File: config.mk
export PLATFORM = sky130hd
export DESIGN_NAME = tcw_csr
export DESIGN_NICKNAME = d
export VERILOG_FILES = /design/src/rtl/text_console_writer_top_defines.svh /design/src/rtl/tcw_pkg.sv /design/src/rtl/tcw_csr.sv
export SDC_FILE = /design/constraint.sdc
export NUM_CORES = 1
export LEC_CHECK = 0
export BUFFER_PORTS_ARGS = -buffer_cell sky130_fd_sc_hd__buf_4
export CAP_MARGIN = 10
export CORE_UTILIZATION = 37
export CTS_CLUSTER_DIAMETER = 200
export DETAILED_ROUTE_END_ITERATION = 16
export GPL_TIMING_DRIVEN = 0
export PLACE_DENSITY = 0.87
export SLEW_MARGIN = 15
export SYNTH_ARGS = -nofsm -noshare
export SYNTH_HDL_FRONTEND = slang
export SYNTH_SLANG_ARGS = --single-unit
File: constraint.sdc
create_clock -name clock -period 1 [get_ports clock]
set_input_delay 0.05 -clock clock [delete_from_list [all_inputs] [get_ports clock]]
set_output_delay 0.05 -clock clock [all_outputs]
set_load 0.03 [all_outputs]
File: src/rtl/text_console_writer_top_defines.svh
// Assertion macros shared by the text console writer RTL.
`ifndef TEXT_CONSOLE_WRITER_TOP_DEFINES_SVH
`define TEXT_CONSOLE_WRITER_TOP_DEFINES_SVH

`ifndef SYNTH
`define TCW_ASSERT_IMPLIES(label, ante, cons) \
   label: assert property (@(posedge clock) disable iff (reset) (ante) |-> (cons)) \
      else $error("text console writer: implication check failed");
`define TCW_ASSERT_NEXT(label, ante, cons) \
   label: assert property (@(posedge clock) disable iff (reset) (ante) |=> (cons)) \
      else $error("text console writer: next-cycle check failed");
`else
`define TCW_ASSERT_IMPLIES(label, ante, cons)
`define TCW_ASSERT_NEXT(label, ante, cons)
`endif

`endif

File: src/rtl/tcw_pkg.sv
// Shared types and constants of the text console writer.
package tcw_pkg;

   localparam int COLUMNS_DEF = 80;
   localparam int ROWS_DEF    = 25;

   localparam int READ_ROW_W   = 5;
   localparam int READ_COL_W   = 7;
   localparam int CURSOR_COL_W = 7;
   localparam int CURSOR_ROW_W = 5;
   localparam int CELL_W       = 16;
   localparam int CSR_ADDR_W   = 3;
   localparam int CSR_DATA_W   = 32;

   localparam logic [7:0] CODE_TAB     = 8'd9;
   localparam logic [7:0] CODE_NEWLINE = 8'd10;
   localparam logic [7:0] CODE_RETURN  = 8'd13;
   localparam logic [7:0] SPACE_CODE   = 8'd32;
   localparam logic [7:0] RESET_ATTR   = 8'd7;
   localparam logic [6:0] RESET_TAB    = 7'd4;

   localparam logic OP_PUT  = 1'b0;
   localparam logic OP_READ = 1'b1;

   localparam logic [0:0] REG_TEXT_ATTRIBUTE = 1'b0;
   localparam logic [0:0] REG_TAB_ADVANCE    = 1'b1;

   typedef struct packed {
      logic                  opcode;
      logic [7:0]            char_code;
      logic [READ_ROW_W-1:0] read_row;
      logic [READ_COL_W-1:0] read_col;
   } req_type;

   typedef struct packed {
      logic [7:0]              cell_char;
      logic [7:0]              cell_attr;
      logic [CURSOR_COL_W-1:0] cursor_col;
      logic [CURSOR_ROW_W-1:0] cursor_row;
      logic                    did_scroll;
   } rsp_type;

   typedef struct packed {
      logic [7:0] text_attribute;
      logic [6:0] tab_advance;
   } cfg_type;

endpackage

File: src/rtl/tcw_csr.sv
// APB register block holding the attribute and tab settings.
module tcw_csr (
   input  logic                           clock,
   input  logic                           reset,
   input  logic                           psel,
   input  logic                           penable,
   input  logic                           pwrite,
   input  logic [tcw_pkg::CSR_ADDR_W-1:0] paddr,
   input  logic [tcw_pkg::CSR_DATA_W-1:0] pwdata,
   output logic [tcw_pkg::CSR_DATA_W-1:0] prdata,
   output logic                           pready,
   output tcw_pkg::cfg_type               cfg
);
   import tcw_pkg::*;

   logic [7:0] attr_ff;
   logic [7:0] attr_in;
   logic [6:0] tab_ff;
   logic [6:0] tab_in;
   logic       wr_en;
   logic [0:0] reg_sel;

   assign pready  = 1'b1;
   assign wr_en   = psel && penable && pwrite;
   assign reg_sel = paddr[2:2];

   always_comb begin
      attr_in = attr_ff;
      tab_in  = tab_ff;
      prdata  = '0;
      unique case (reg_sel)
         REG_TEXT_ATTRIBUTE: begin
            prdata = CSR_DATA_W'(attr_ff);
            if (wr_en) begin
               attr_in = pwdata[7:0];
            end
         end
         REG_TAB_ADVANCE: begin
            prdata = CSR_DATA_W'(tab_ff);
            if (wr_en) begin
               tab_in = pwdata[6:0];
            end
         end
         default: begin
            prdata = '0;
         end
      endcase
   end

   always_ff @(posedge clock) begin
      if (reset) begin
         attr_ff <= RESET_ATTR;
         tab_ff  <= RESET_TAB;
      end else begin
         attr_ff <= attr_in;
         tab_ff  <= tab_in;
      end
   end

   assign cfg.text_attribute = attr_ff;
   assign cfg.tab_advance    = tab_ff;
endmodule

==> results.md, run 1 <==
- Critical path data arrival time: 1010 ps
- Die width: 52.7 um
- Fin. max-slew vios: 0
- Crit path time final: 1060 ps
- Global Route Usage Sum: 0.159
- Number of synthesized register bits: 15
- Post-Synthesis Cell Area: 951 um2
- Worst setup startpoint: attr_ff[6]
- Initial DRC count: 3
- Final wirelength: 2110 um
- Initial antenna violation count: 0
- Crit Path Category: flop to output port
- IO Port Bufs: 36
- CTS tree: yes
- Cts bufs inserted: 3
- GRT overflow: 0
- Core area: 2450 um2
- R2R Path Start: attr_ff[1]
- 1st-pass router iterations: 4
- Routability Congestion: 0.654
- Crit path cell chain: mux2_4 > buf_6
- Row Count: 18
- Layout cells sized above 1: 0.606
- Max VDD drop: 0.000707 V
- Maximum achievable frequency: 0.943 GHz
- Tcrit/Tclk final: 1.06
- Worst setup margin: -60.0 ps
- Pwr dens: 921 nW/um2
- Fin Hold WS: 33.0 ps
- Deepest clock path buffer count: 2
- Final Setup Violations: 7
- Reg2Reg Depth: 3
- FF-to-FF setup slack: 260 ps
- P_leak: 0.822 nW
- Sequential fraction of the synthesis area: 0.316
- Post-route antenna net violation count: 0
- Critical Path Sink Type: output port
- Root Buffer: clkbuf_4
- Hold crit path type: input pin to flop
- CP max FO: 2
- YS warnings: 0
- Syn-to-layout area delta: 62.8%
- H-tree lvl count: 1
- Mapped Avg Cell Area: 9.70 um2
- CP Depth: 2
- Failing checks: negative setup slack
- Die Y: 52.7 um
- Cts hold-fix bufs: 0
- Core Util, Final: 0.630
- CTS clk-pin slew, worst paths: 90 ps
- Fillers: 220
- Starting density of the core: 0.387
- Dpl cell area: 1350 um2
- Total die area: 2780 um2
- Hold_sp: pwdata[7]
- Avg WL per Cell: 10.3 um
- Max-capacitance violation count: 0
- Worst path bufs/invs: 1
- CP max-delay cell: dfxtp_2
- Final Net Count: 216
- First-pass GRT wire length: 3190 um
- Skew-Pair Late Insertion Delay: 270 ps
- Via/cell ratio: 4.00
- Worst r2r dst: attr_ff[1]
- Synth Instances: 98
- Status: finished with violations
- Sink Count: 15
- RSZ-0062 raised after global routing: yes
- Boundary pin count: 88
- Fin Clk Skew: 0 ps
- Largest net degree at the start of global routing: 11
- Critical Path RT: 950 ps
- Residual DRC: 0
- Vias: 820
- Vias in the first global route: 749
- Ant. Diodes: 0
- Hpwl dp: 1590 um
- Dpl ws: 64.6 ps
- Critical Path Start Type: flop
- Setup crit end: prdata[6]
- Final setup TNS: -369 ps
- Family with the most delay on the worst path: flip-flops
- Finished Cell Area: 1550 um2
- Final number of hold-violating endpoints: 0
- Critical Path Max Stage Delay: 330 ps
- Distinct cells, synth: 14
## cell usage after synthesis
| cell type | n | area share |
|---|---|---|
| and2b_2 | 1 | 0.0092 |
| buf_4 | 25 | 0.20 |
| nand4b_4 | 1 | 0.025 |
| dfxtp_1 | 15 | 0.32 |
| clkbuf_1 | 2 | 0.0079 |
| and4_1 | 1 | 0.0092 |
| buf_6 | 2 | 0.024 |
| mux2i_1 | 15 | 0.16 |
| nor2_1 | 7 | 0.028 |
| mux2_2 | 7 | 0.083 |
| conb_1 | 2 | 0.0079 |
| and4b_2 | 1 | 0.012 |
| nand2b_1 | 18 | 0.12 |
| clkbuf_2 | 1 | 0.0053 |
## registers in the layout, summed over array words and instances, names as in the netlist
| name | count |
|---|---|
| attr_ff | 8 |
| tab_ff | 7 |
## how the worst min path moves through the flow
stage,end,depth (start not counted)
CTS,attr_ff[7],3
global placement,attr_ff[2],3
global route,attr_ff[7],3
floorplan,attr_ff[7],2
finish,attr_ff[7],3
detailed placement,attr_ff[2],3
## routing by layer
| layer | vias to the layer above | share of wire | wire (um) | GRT usage |
|---|---|---|---|---|
| li1 | 422 | - | - | - |
| met1 | 367 | 0.37 | 788 | 0.176 |
| met2 | 29 | 0.57 | 1200 | 0.293 |
| met3 | 2 | 0.053 | 112 | 0.0348 |
| met4 | 0 | 0.0038 | 8 | 0.0526 |
| met5 | - | 0 | 0 | 0 |
## cells by family after synthesis
kind of cell  Yosys count  synth area share
buf+inv                30             0.234
flops                  15             0.316
mux                    22             0.241
other cells             2           0.00790
simple gates           29             0.201
## worst register-to-register path, cell delays in order (launching register included)
cell and delay [ps]:
dfxtp_2 330, buf_4 130, nor2_1 100, mux2i_1 80
## power by group
part,internal [mW],total (mW),switching [mW]
Combinational,0.207,0.471,0.263
Clock,0.154,0.336,0.181
Sequential,0.612,0.619,0.00692
Total,0.974,1.43,0.452
## layout make-up
cell class / instances / area, um2 / share of cell area
Buffer: 30 / 223 / 0.144
Clock buffer: 4 / 26.3 / 0.0170
Multi-Input combinational cell: 76 / 537 / 0.347
Sequential cell: 15 / 319 / 0.206
Tap cell: 30 / 37.5 / 0.0243
Timing Repair Buffer: 50 / 405 / 0.262
## through the flow
stage          power (mW)  std cells
3_5_place_dp         1.06        187
5_1_grt              1.50        205
2_1_floorplan       0.961        121
4_1_cts              1.44        205
3_3_place_gp         1.06        187
6_report             1.43        205
## placed cells by master (no fill, tap or decap), drive strengths merged
cell | synthesis | final
dfxtp | 15 | 15
mux2i | 15 | 15
conb | 2 | 25
and4b | 1 | 1
nand4b | 1 | 1
mux2 | 7 | 7
clkbuf | 3 | 7
and4 | 1 | 1
buf | 27 | 77
nand2b | 18 | 18
nor2 | 7 | 7
and2b | 1 | 1
## timing repair
action / CTS / global route
setup endpoints to repair: 8 / 8
resized for setup: 29 / 0
setup buffers: 14 / 0
gates cloned: 0 / 0
Note: power is estimated with default switching activity, not from simulation.
==> run 2, diff against run 1 <==
--- a/config.mk
+++ b/config.mk
@@ -12,6 +12,8 @@
 export DETAILED_ROUTE_END_ITERATION = 16
 export GPL_TIMING_DRIVEN = 0
 export PLACE_DENSITY = 0.87
+export SETUP_SLACK_MARGIN = 0.02
+export SKIP_CTS_REPAIR_TIMING = 1
 export SLEW_MARGIN = 15
 export SYNTH_ARGS = -nofsm -noshare
 export SYNTH_HDL_FRONTEND = slang
==> results.md, run 2 (synthesized netlist as in run 1, its figures left out) <==
- Status: finished with violations
- Failing checks: negative setup slack
- Critical Path RT: 950 ps
- Worst hold path depth: 3
- Clock power frac: 0.239
- 1st-pass router iterations: 2
- Fin. max-slew vios: 0
- Via/cell ratio: 4.01
- Fin Hold WS: 31.7 ps
- Maximum achievable frequency: 0.934 GHz
- Top Registers: attr_ff x8, tab_ff x7
- Worst path bufs/invs: 1
- Row Count: 18
- CP Depth: 2
- Ant. Diodes: 0
- Core area: 2450 um2
- Dpl ws: 64.6 ps
- Fillers: 222
- Met2 Use GR: 0.257
- Max-capacitance violation count: 0
- Sw Ratio: 0.319
- Deepest clock path buffer count: 2
- Hold crit path type: input pin to flop
- Initial DRC count: 1
- CTS clk-pin slew, worst paths: 90 ps
- Sink Count: 15
- FF-to-FF setup slack: 270 ps
- Final number of hold-violating endpoints: 0
- P_leak: 0.752 nW
- Total die area: 2780 um2
- Critical Path Max Stage Delay: 340 ps
- Switching pwr: 0.449 mW
- Post-route antenna net violation count: 0
- Final wirelength: 2000 um
- Max FFs per register: 8
- CTS tree: yes
- Max VDD drop: 0.000710 V
- Cell internal pwr: 0.960 mW
- IO Port Bufs: 36
- Die width: 52.7 um
- Tcrit/Tclk final: 1.07
- Global Route Usage Sum: 0.146
- Residual DRC: 0
- R2R Path Start: attr_ff[2]
- Root Buffer: clkbuf_4
- Fin Clk Skew: 0 ps
- First-pass GRT wire length: 2910 um
- Vias: 773
- Starting density of the core: 0.387
- Crit path time final: 1070 ps
- Largest net degree at the start of global routing: 11
- GR Util met3: 0.0348
- Reg2Reg Depth: 3
- Avg WL per Cell: 10.3 um
- Most flops, register: attr_ff
- Critical Path Start Type: flop
- Worst r2r dst: attr_ff[2]
- Initial antenna violation count: 0
- Skew-Pair Late Insertion Delay: 280 ps
- H-tree lvl count: 1
- Pwr dens: 970 nW/um2
- Crit Path Category: flop to output port
- Final Setup Violations: 7
- GRT busiest layer: met2
- Routability Congestion: 0.654
- RSZ-0062 raised after global routing: yes
- Cts bufs inserted: 3
- Critical Path Sink Type: output port
- Hold EP: attr_ff[7]
- Commonest non-fill, non-tap cell in the layout: buf_4
- Hold_sp: pwdata[7]
- Family with the most delay on the worst path: flip-flops
- Boundary pin count: 88
- Met1 usage: 0.170
- Worst setup margin: -70.4 ps
- Area of the multi-input gates: 533 um2
- Critical path data arrival time: 1020 ps
- Die Y: 52.7 um
- Layout cells sized above 1: 0.571
- Final Net Count: 204
- Hpwl dp: 1590 um
- Combinational share of power: 0.320
- GRT overflow: 0
- Vias in the first global route: 672
- Syn-to-layout area delta: 52.8%
- Tot Pwr: 1.41 mW
- Crit path cell chain: mux2_4 > buf_6
- CP max FO: 3
- Flip-flop and latch area: 318 um2
- Seq pwr share: 0.441
- CP max-delay cell: dfxtp_2
- Commonest cells after routing, fill and taps aside: buf_4 (55), conb_1 (25), nand2b_1 (18)
## run 2: cell types whose count changed in the layout (fill, tap and decap cells not counted)
cell	before	now
buf_4	67	55
dfxtp_1	0	1
dfxtp_2	15	14
mux2_2	1	2
mux2_4	6	5
## run 2: layout make-up
type | instances | area share
clock buffer | 4 | 0.0181
sequential | 15 | 0.219
buffer | 30 | 0.153
tap | 30 | 0.0258
timing repair buffer | 38 | 0.217
multi-input combinational | 76 | 0.367
## run 2: how the worst max path moves through the flow
stage,start,to,slack [ps]
3_3_place_gp,paddr[2],tab_ff[5],110
2_1_floorplan,tab_ff[0],prdata[0],140
6_report,attr_ff[6],prdata[6],-70
5_1_grt,attr_ff[6],prdata[6],-100
4_1_cts,attr_ff[5],prdata[5],-100
3_5_place_dp,paddr[2],tab_ff[5],60
## run 2: per-layer routing
layer / part of all wire / wire length, um
met5: 0 / 0
met4: 0 / 0
met3: 0.054 / 107
met2: 0.55 / 1100
met1: 0.39 / 788
## run 2: per-stage QoR
stage / setup TNS (ps) / area, um2 / util / std cells
after floorplan: 0 / 1040 / - / 121
after global placement: 0 / 1350 / 0.548 / 187
after detailed placement: 0 / 1350 / 0.548 / 187
after CTS: -674 / 1370 / 0.559 / 191
after global routing: -695 / 1450 / 0.592 / 193
final: -438 / 1450 / 0.592 / 193
## run 2: power by group through the flow
| stage | Clock (mW) | Combinational [mW] | Sequential [mW] |
|---|---|---|---|
| finish | 0.336 | 0.451 | 0.622 |
| global route | 0.374 | 0.482 | 0.624 |
| CTS | 0.350 | 0.431 | 0.620 |
| detailed placement | 0 | 0.431 | 0.634 |
| global placement | 0 | 0.426 | 0.633 |
| floorplan | 0 | 0.303 | 0.659 |
## run 2: worst reg2reg max path: stages (launching register included)
cell,delay [ps]
dfxtp_2,330
buf_4,120
nor2_1,90
mux2i_1,80
==> run 3, diff against run 2 <==
--- a/config.mk
+++ b/config.mk
@@ -8,6 +8,7 @@
 export BUFFER_PORTS_ARGS = -buffer_cell sky130_fd_sc_hd__buf_4
 export CAP_MARGIN = 10
 export CORE_UTILIZATION = 37
+export CTS_BUF_LIST = sky130_fd_sc_hd__clkbuf_2 sky130_fd_sc_hd__clkbuf_4 sky130_fd_sc_hd__clkbuf_8
 export CTS_CLUSTER_DIAMETER = 200
 export DETAILED_ROUTE_END_ITERATION = 16
 export GPL_TIMING_DRIVEN = 0
==> results.md, run 3 (synthesized netlist as in run 1, its figures left out) <==
- Row Count: 18
- Worst setup margin: -70.3 ps
- Syn-to-layout area delta: 53.2%
- Critical path data arrival time: 1020 ps
- Max VDD drop: 0.000737 V
- Die width: 52.7 um
- Boundary pin count: 88
- CP max FO: 3
- Most flops, register: attr_ff
- Commonest non-fill, non-tap cell in the layout: buf_4
- Post-route antenna net violation count: 0
- FF-to-FF setup slack: 270 ps
- First-pass GRT wire length: 2900 um
- Final number of hold-violating endpoints: 0
- Hold crit path type: input pin to flop
- Initial DRC count: 4
- 1st-pass router iterations: 3
- Initial antenna violation count: 0
- IO Port Bufs: 36
- Critical Path RT: 950 ps
- Critical Path Start Type: flop
- Avg WL per Cell: 10.3 um
- Skew-Pair Late Insertion Delay: 270 ps
- Dpl cell area: 1350 um2
- Die Y: 52.7 um
- Status: finished with violations
- GRT overflow: 0
- Routability Congestion: 0.654
- Ant. Diodes: 0
- Critical Path Sink Type: output port
- CTS clk-pin slew, worst paths: 90 ps
- Deepest clock path buffer count: 2
- Global Route Usage Sum: 0.145
- Via/cell ratio: 3.99
- Sink Count: 15
- RSZ-0062 raised after global routing: yes
- Vias in the first global route: 663
- Fin Clk Skew: 0 ps
- Cts bufs inserted: 3
- Fin Hold WS: 31.5 ps
- Core area: 2450 um2
- Largest net degree at the start of global routing: 11
- Final Net Count: 204
- Final Setup Violations: 7
- Crit path time final: 1070 ps
- Non-filler cells, final: 193
- Hpwl dp: 1590 um
- P_leak: 0.755 nW
- Finished Cell Area: 1460 um2
- Fin. max-slew vios: 0
- Maximum achievable frequency: 0.934 GHz
- H-tree lvl count: 1
- Post-Place Cells: 187
- Root Buffer: clkbuf_4
- Failing checks: negative setup slack
- Total die area: 2780 um2
- Pwr dens: 987 nW/um2
- Starting density of the core: 0.387
- CTS tree: yes
- Vias: 770
- Top Registers: attr_ff x8, tab_ff x7
- Final wirelength: 1990 um
- Layout cells sized above 1: 0.577
- Max FFs per register: 8
- Residual DRC: 0
- Max-capacitance violation count: 0
- Tcrit/Tclk final: 1.07
- Commonest cells after routing, fill and taps aside: buf_4 (55), conb_1 (25), nand2b_1 (18)
- Crit Path Category: flop to output port
- Dpl ws: 64.6 ps
==> run 3: path summary, 6_finish.rpt <==
kind	startpoint	depth (start not counted)	endpoint
worst max-delay path	attr_ff[5]	2	prdata[5]
worst min-delay path	pwdata[7]	3	attr_ff[7]
worst max register to register	attr_ff[2]	3	attr_ff[2]
worst min register to register	attr_ff[7]	2	attr_ff[7]
==> run 3: power breakdown <==
group	internal, mW	switching [mW]	total [mW]
Sequential	0.612	0.00978	0.622
Clock	0.181	0.182	0.364
Combinational	0.193	0.258	0.451
==> run 3: through the flow <==
stage	TNS [ps]	total power [mW]	util
floorplan	0	0.961	-
CTS	-659	1.43	0.560
finish	-432	1.44	0.593
detailed placement	0	1.06	0.548
global placement	0	1.06	0.548
global route	-673	1.51	0.593
==> run 3: metal layers <==
metal  global-route usage  share of wire
met1                0.166           0.39
met3               0.0348          0.053
met2                0.262           0.55
met5                    0              0
met4               0.0395              0
==> run 3: area by class of cell <==
cell class	count	area (um2)
Tap cell	30	37.5
Clock buffer	4	30.0
Fill cell	221	998
Sequential cell	15	318
Timing Repair Buffer	38	315
Buffer	30	223
Multi-Input combinational cell	76	533
==> run 3: critical path, cell delays in order (launching register included) <==
cell     delay (ps)
dfxtp_2         340
mux2_4          270
buf_6           140
